===== config.mk =====
export PLATFORM = sky130hd
export DESIGN_NAME = arc4_keystream_generator_top
export DESIGN_NICKNAME = d
export VERILOG_FILES = /design/src/hw/rtl/arc4_pkg.sv /design/src/hw/rtl/arc4_keystream_generator_top.sv
export SDC_FILE = /design/constraint.sdc
export NUM_CORES = 2
export LEC_CHECK = 0
export BUFFER_PORTS_ARGS = -buffer_cell sky130_fd_sc_hd__buf_2
export CAP_MARGIN = 15
export CORE_MARGIN = 5
export CORE_UTILIZATION = 63
export DETAILED_ROUTE_END_ITERATION = 12
export MAX_ROUTING_LAYER = met4
export PLACE_DENSITY_LB_ADDON = 0.12
export SLEW_MARGIN = 20
export SYNTH_ARGS = -nofsm -noshare
export SYNTH_HDL_FRONTEND = slang
export SYNTH_SLANG_ARGS = --single-unit

===== constraint.sdc =====
create_clock -name i_clk -period 15.7 [get_ports i_clk]
set_clock_uncertainty 0.15 [all_clocks]
set_input_delay 1.57 -clock i_clk [delete_from_list [all_inputs] [get_ports i_clk]]
set_output_delay 1.57 -clock i_clk [all_outputs]
set_load 0.02 [all_outputs]

===== src/hw/rtl/arc4_pkg.sv =====
package arc4_pkg;

    localparam int SBOX_DEPTH = 256;
    localparam int SBOX_AW    = $clog2(SBOX_DEPTH);

    // Load address map
    localparam logic [8:0] ADDR_IDX_I = 9'd256;
    localparam logic [8:0] ADDR_IDX_J = 9'd257;

    // Command codes carried on tuser
    localparam logic CMD_LOAD = 1'b0;
    localparam logic CMD_GEN  = 1'b1;

    localparam int IN_TDATA_W  = 24;
    localparam int OUT_TDATA_W = 8;

endpackage


===== src/hw/rtl/arc4_keystream_generator_top.sv =====
// Load transaction: no result; ready again on the next cycle.
// Generate transaction: from accept through S_RD_J, S_SWAP1 and S_SWAP2 (and S_DONE while the
//   output register is full) to the result; it takes three dependent reads and two writes on the S-box RAM.
// Throughput: one load every cycle while idle; no new command is accepted until a generate has finished.
// Reset (i_rst_n low, synchronous) clears i, j and the handshake state;
//   the S-box holds no reset value and must be loaded before use.
module arc4_keystream_generator_top
    import arc4_pkg::*;
(
    input  logic                   i_clk,
    input  logic                   i_rst_n,
    input  logic                   i_s_axis_tvalid,
    output logic                   o_s_axis_tready,
    // [8:0] load_addr, [16:9] load_value, [23:17] zero
    input  logic [IN_TDATA_W-1:0]  i_s_axis_tdata,
    // [0] cmd
    input  logic                   i_s_axis_tuser,
    output logic                   o_m_axis_tvalid,
    input  logic                   i_m_axis_tready,
    // [7:0] key_byte
    output logic [OUT_TDATA_W-1:0] o_m_axis_tdata
);

    typedef enum logic [2:0] {
        S_IDLE,
        S_RD_J,
        S_SWAP1,
        S_SWAP2,
        S_DONE
    } t_state;

    t_state               r_state, n_state;
    logic [SBOX_AW-1:0]   r_i, n_i;
    logic [SBOX_AW-1:0]   r_j, n_j;
    logic [7:0]           r_a, n_a;
    logic [7:0]           r_b, n_b;
    logic [7:0]           r_key, n_key;
    logic                 r_out_valid, n_out_valid;
    logic [7:0]           r_out_data, n_out_data;

    logic [7:0]           r_sbox [SBOX_DEPTH];
    logic [7:0]           r_rdata;

    logic                 s_accept;
    logic [8:0]           load_addr;
    logic [7:0]           load_value;
    logic                 out_free;
    logic [SBOX_AW-1:0]   rd_addr;
    logic                 we;
    logic [SBOX_AW-1:0]   wr_addr;
    logic [7:0]           wr_data;
    logic [SBOX_AW-1:0]   sum_addr;
    logic [7:0]           key_fwd;

    assign load_addr  = i_s_axis_tdata[8:0];
    assign load_value = i_s_axis_tdata[16:9];

    assign o_s_axis_tready = (r_state == S_IDLE);
    assign s_accept        = i_s_axis_tvalid && o_s_axis_tready;
    assign out_free        = !r_out_valid || i_m_axis_tready;

    assign o_m_axis_tvalid = r_out_valid;
    assign o_m_axis_tdata  = r_out_data;

    // Output index of the step; the RAM was read there before the swap landed
    assign sum_addr = r_a + r_b;

    // Patch in the swapped values; S[j] is written last so it wins when i == j
    always_comb begin
        if (sum_addr == r_j) begin
            key_fwd = r_a;
        end else if (sum_addr == r_i) begin
            key_fwd = r_b;
        end else begin
            key_fwd = r_rdata;
        end
    end

    always_comb begin
        n_state     = r_state;
        n_i         = r_i;
        n_j         = r_j;
        n_a         = r_a;
        n_b         = r_b;
        n_key       = r_key;
        n_out_valid = r_out_valid && !i_m_axis_tready;
        n_out_data  = r_out_data;
        rd_addr     = r_i + 1'b1;
        we          = 1'b0;
        wr_addr     = load_addr[SBOX_AW-1:0];
        wr_data     = load_value;

        case (r_state)
            S_IDLE: begin
                if (s_accept) begin
                    if (i_s_axis_tuser == CMD_GEN) begin
                        // Advance i and fetch S[i]
                        n_i     = r_i + 1'b1;
                        n_state = S_RD_J;
                    end else if (load_addr[8] == 1'b0) begin
                        we = 1'b1;
                    end else if (load_addr == ADDR_IDX_I) begin
                        n_i = load_value;
                    end else if (load_addr == ADDR_IDX_J) begin
                        n_j = load_value;
                    end
                end
            end
            S_RD_J: begin
                n_a     = r_rdata;
                n_j     = r_j + r_rdata;
                rd_addr = r_j + r_rdata;
                n_state = S_SWAP1;
            end
            S_SWAP1: begin
                n_b     = r_rdata;
                we      = 1'b1;
                wr_addr = r_i;
                wr_data = r_rdata;
                rd_addr = r_a + r_rdata;
                n_state = S_SWAP2;
            end
            S_SWAP2: begin
                we      = 1'b1;
                wr_addr = r_j;
                wr_data = r_a;
                n_key   = key_fwd;
                if (out_free) begin
                    n_out_valid = 1'b1;
                    n_out_data  = key_fwd;
                    n_state     = S_IDLE;
                end else begin
                    n_state = S_DONE;
                end
            end
            S_DONE: begin
                // Hold the byte until the output register drains
                if (out_free) begin
                    n_out_valid = 1'b1;
                    n_out_data  = r_key;
                    n_state     = S_IDLE;
                end
            end
            default: begin
                n_state = S_IDLE;
            end
        endcase
    end

    always_ff @(posedge i_clk) begin
        if (!i_rst_n) begin
            r_state     <= S_IDLE;
            r_i         <= '0;
            r_j         <= '0;
            r_out_valid <= 1'b0;
        end else begin
            r_state     <= n_state;
            r_i         <= n_i;
            r_j         <= n_j;
            r_out_valid <= n_out_valid;
        end
        r_a        <= n_a;
        r_b        <= n_b;
        r_key      <= n_key;
        r_out_data <= n_out_data;
    end

    always_ff @(posedge i_clk) begin
        if (we) begin
            r_sbox[wr_addr] <= wr_data;
        end
        r_rdata <= r_sbox[rd_addr];
    end

    a_gen_busy: assert property (@(posedge i_clk) disable iff (!i_rst_n)
        (s_accept && i_s_axis_tuser == CMD_GEN) |=> !o_s_axis_tready)
        else $error("generate accepted but input still ready");

    a_load_one_cycle: assert property (@(posedge i_clk) disable iff (!i_rst_n)
        (s_accept && i_s_axis_tuser == CMD_LOAD) |=> (r_state == S_IDLE))
        else $error("load did not finish in one cycle");

    a_result_source: assert property (@(posedge i_clk) disable iff (!i_rst_n)
        $rose(o_m_axis_tvalid) |->
            ($past(r_state) == S_SWAP2 || $past(r_state) == S_DONE))
        else $error("result appeared outside the generate sequence");

    a_no_drop: assert property (@(posedge i_clk) disable iff (!i_rst_n)
        (r_state == S_DONE && !out_free) |=> (r_state == S_DONE))
        else $error("pending key byte dropped");

endmodule

==> results.md <==
- Die Ht: 382 µm
- Grt ovf: 0
- Area fraction of the dominant cell type after synthesis: 71.8%
- Cell Chain, Critical Path: buf_4 > or3b_1 > buf_4 > clkinv_4 > o311a_4 > buf_4 > buf_12 > buf_4 > nand2_1 > and3_1 > a311oi_1 > a31oi_1 > a31oi_1 > o2111ai_1 > o21ai_1
- Floorplan row count: 136
- IO Port Bufs: 31
- Origin of the worst setup path: r_state[0]$_SDFFE_PN0P_
- Termination of the worst setup path: r_rdata[0]$_DFF_P_
- Combinational power share: between 20% and 30%
- Vias per inst: approximately 6.5
- Fraction of final layout cells with drive strength greater than 1: between 6 and 7%
- CP Class: reg2reg
- Die X: about 380 µm
- R2r startpoint: r_state[0]$_SDFFE_PN0P_
- Number of global-route vias before repair: 52500
- Final setup violation count: 0
- Fmax: 0.139 GHz
- Final critical path time including I/O delays and setup: 7210 ps
- Worst supply voltage drop on vdd: 143 µV
- Maxcap violations: 0
- TritonCTS clock tree: built
- Gate count of the mapped netlist: 6737
- Share of the yosys chip area belonging to registers: 72.4%
- Count of flip-flops with a built-in enable after synthesis: roughly 2100
- Detailed Place HPWL: 127000 µm
- Maximum buffer depth of the clock tree: 3
- Routability-driven placement congestion ratio: 0.896
- Largest driver fanout on the critical path: 148
- Syn Area/Cell: 12.9 µm²
- Run status: finished, final reports clean
- Ratio of final minimum period to clock period: between 40 and 50%
- Data arrival time of the worst path: between 7000 and 8000 ps
- Pin slew with the least headroom to its limit: 1270 ps
- Pwr/cell area: 150 nW/µm²
- Final Hold Fails: 0
- Number of buffers inserted by hold repair at cts: 0
- Slew headroom: 15.6%
- Clock latency of the later-clocked register in the worst-skew pair: about 850 ps
- Cell area after technology mapping: 87000 µm²
- Worst reg-to-reg setup slack: 8490 ps
- Most used flip-flop cell after synthesis: sky130_fd_sc_hd__edfxtp_1
- Global-route usage over all layers: 31.7%
- Antenna violations before repair: 6
- Starting DRC count in detailed routing: 7534
- Largest cells by area after synthesis: sky130_fd_sc_hd__edfxtp_1 72%, sky130_fd_sc_hd__nand2_1 8.5%, sky130_fd_sc_hd__nand3_1 2.7%
- Flip-flop and latch count after synthesis: 2108
- Worst flop-to-flop path endpoint: r_rdata[0]$_DFF_P_
- Share of total power consumed by net switching: 30.2%
- Number of distinct library cells after synthesis: 84
- RSZ-0062 raised after global routing: no
- Clk Tree Root Cell: sky130_fd_sc_hd__clkbuf_16
- Critical path's largest stage delay: ~830 ps
- Flop pwr share: 45.1%
- Area of the die: 146000 µm²
- Internal power contribution: 0.00991 W
- Overall via count from detail_route: 55600
- DR WL/cell: between 20 and 30 µm
- Startpoint of the tightest hold check path: r_key[6]$_DFFE_PP_
- Data required time at the worst endpoint: approximately 16000 ps
- Most common cell type on the critical path: sky130_fd_sc_hd__buf_4
- Final net count: roughly 6600
- Effective utilization at floorplan: a little under two thirds
- Kind of cell with the highest combined delay on the critical path: compound AO/OA/AOI/OAI gates
- Endpoint type of the worst setup path: flop
- Area Overhead vs Synth: 8.60%
- Total number of H-tree levels: 4
- Buffers & Inverters on Critical Path: 6
- Cell type with the largest total area after synthesis: sky130_fd_sc_hd__edfxtp_1
- Worst hold path class: reg2reg
- Antenna Violating Nets Remaining: 0
- Clock Power Share: 34.2%
- Maximum number of pins on one net before global-route repair: 228
- Drc violations: 0
- Leakage power of the design: ~32 nW
- Post-CTS Setup Bufs: 0
- Syn Nets: 6791
- IO Pins: 39
- Overall Power: 0.0142 W
- Most used standard cell by instance count after synthesis: sky130_fd_sc_hd__edfxtp_1
- Startpoint type of the worst setup path: flop
- Worst r2r path cells: 15
- Number of search-and-repair iterations in the first detailed-routing pass: 6
- Area of the core: 137000 µm²
- Async set or reset register ratio after synthesis: 0%
- Critical-path top delay cell: sky130_fd_sc_hd__o311a_4
- CTS Sinks: 2108
- Filler Cells Inserted: 9350
- Total of cells resized after clock tree synthesis: 0
- Switching power: between 0.004 and 0.005 W
- Cts bufs inserted: 205
- YS warnings: 0
- Post-route setup TNS: 0 ps
- First-pass GRT wire length: between 300000 and 400000 µm
- Clock-pin slew on the worst setup and hold paths: 60 ps
- Number of pins exceeding their max-slew limit in the final report: 0
- CP Depth: 15
- Fin Hold WS: ~400 ps
- Final Routed Wirelength: 228000 µm
- Most instantiated cells after synthesis: 2080 x sky130_fd_sc_hd__edfxtp_1, 1981 x sky130_fd_sc_hd__nand2_1, 468 x sky130_fd_sc_hd__nand3_1
==> cell families (layout without fill, tap and decap cells) <==
kind of cell	Yosys count	after routing	synth area share (%)
AO/OA/AOI/OAI	778	778	6.53
XOR/XNOR	36	36	0.378
adder cells (fa/ha/maj)	25	25	0.385
buffers and inverters	492	514	3.12
flip-flops	2108	2108	72.4
multiplexers	125	125	1.47
other	0	2	0
AND/OR/NAND/NOR	3173	3173	15.7
==> worst reg2reg max path: stages, from the launching register on <==
cell and delay, ps:
sky130_fd_sc_hd__dfxtp_1 680, sky130_fd_sc_hd__buf_4 380, sky130_fd_sc_hd__or3b_1 370, sky130_fd_sc_hd__buf_4 220
sky130_fd_sc_hd__clkinv_4 210, sky130_fd_sc_hd__o311a_4 840, sky130_fd_sc_hd__buf_4 720, sky130_fd_sc_hd__buf_12 420
sky130_fd_sc_hd__buf_4 990, sky130_fd_sc_hd__nand2_1 130, sky130_fd_sc_hd__and3_1 180, sky130_fd_sc_hd__a311oi_1 490
sky130_fd_sc_hd__a31oi_1 190, sky130_fd_sc_hd__a31oi_1 370, sky130_fd_sc_hd__o2111ai_1 300, sky130_fd_sc_hd__o21ai_1 430
==> how the worst min path moves through the flow <==
stage / cells past startpoint / slack [ps] / endpoint
finish: 1 / 400 / o_m_axis_tdata[6]$_DFFE_PP_
CTS: 1 / 400 / o_m_axis_tdata[2]$_DFFE_PP_
global route: 1 / 410 / o_m_axis_tdata[6]$_DFFE_PP_
global placement: 1 / 390 / o_m_axis_tdata[2]$_DFFE_PP_
floorplan: 0 / 340 / r_a[0]$_DFFE_PP_
detailed placement: 1 / 390 / o_m_axis_tdata[2]$_DFFE_PP_
==> power groups by stage <==
stage          combinational [W]  clock, W  sequential (W)
6_report                 0.00293   0.00485         0.00640
5_1_grt                  0.00311   0.00511         0.00640
4_1_cts                  0.00288   0.00488         0.00640
3_5_place_dp             0.00287         0         0.00652
3_3_place_gp             0.00282         0         0.00652
2_1_floorplan            0.00188         0         0.00664
==> through the flow <==
step / area [µm²] / utilization [%] / worst slack (ps) / instances
3_5_place_dp: 87900 / 64.0 / 8820 / 8178
2_1_floorplan: 87000 / - / 2020 / 6737
6_report: 94500 / 68.8 / 8490 / 8555
3_3_place_gp: 87900 / 64.0 / 8850 / 8178
5_1_grt: 94500 / 68.8 / 8440 / 8554
4_1_cts: 94500 / 68.8 / 8800 / 8552
==> final cells by class <==
cell class / count / area [µm²] / share of cell area [%]
Clock buffer: 261 / 5450 / 5.76
Inverter: 19 / 76.3 / 0.0808
Tap cell: 1794 / 2240 / 2.38
Antenna cell: 2 / 5.00 / 0.00530
Clock inverter: 113 / 1120 / 1.18
Sequential cell: 2108 / 63000 / 66.7
Multi-Input combinational cell: 4137 / 21500 / 22.8
Timing Repair Buffer: 121 / 1040 / 1.10
==> layer usage <==
layer | up-vias | global-route usage [%] | routed length, µm
li1 | 24600 | - | -
met1 | 27500 | 43.9 | 88400
met2 | 3018 | 47.3 | 106000
met3 | 510 | 5.90 | 23100
met4 | 0 | 13.3 | 10500
met5 | - | - | 0
==> state kept, by name, summed over array words and instances (netlist names) <==
signal / cells
r_sbox: 2048
r_state: 3
r_rdata: 8
r_j: 8
r_b: 8
r_a: 8
r_i: 8
o_m_axis_tvalid: 1
o_m_axis_tdata: 8
r_key: 8
==> placed cells by master (no fill, tap or decap), types with 19 or more instances in the layout <==
master,n
sky130_fd_sc_hd__edfxtp_1,2080
sky130_fd_sc_hd__nand2_1,1980
sky130_fd_sc_hd__nand3_1,460
sky130_fd_sc_hd__nor2_1,304
sky130_fd_sc_hd__and3_1,290
sky130_fd_sc_hd__a31oi_1,228
sky130_fd_sc_hd__clkbuf_16,209
sky130_fd_sc_hd__a311oi_1,129
sky130_fd_sc_hd__a21oi_1,106
sky130_fd_sc_hd__mux2i_1,103
sky130_fd_sc_hd__buf_4,72
sky130_fd_sc_hd__a32oi_1,65
sky130_fd_sc_hd__clkbuf_1,50
sky130_fd_sc_hd__clkinv_1,45
sky130_fd_sc_hd__a22oi_1,42
sky130_fd_sc_hd__buf_2,32
sky130_fd_sc_hd__o21ai_0,31
sky130_fd_sc_hd__clkinv_2,29
sky130_fd_sc_hd__dfxtp_1,28
sky130_fd_sc_hd__xnor2_1,26
sky130_fd_sc_hd__nand4_1,26
sky130_fd_sc_hd__a32o_1,25
sky130_fd_sc_hd__mux2_2,22
sky130_fd_sc_hd__ha_1,22
sky130_fd_sc_hd__bufinv_16,19
No activity file was read; power rests on OpenSTA's default activity.
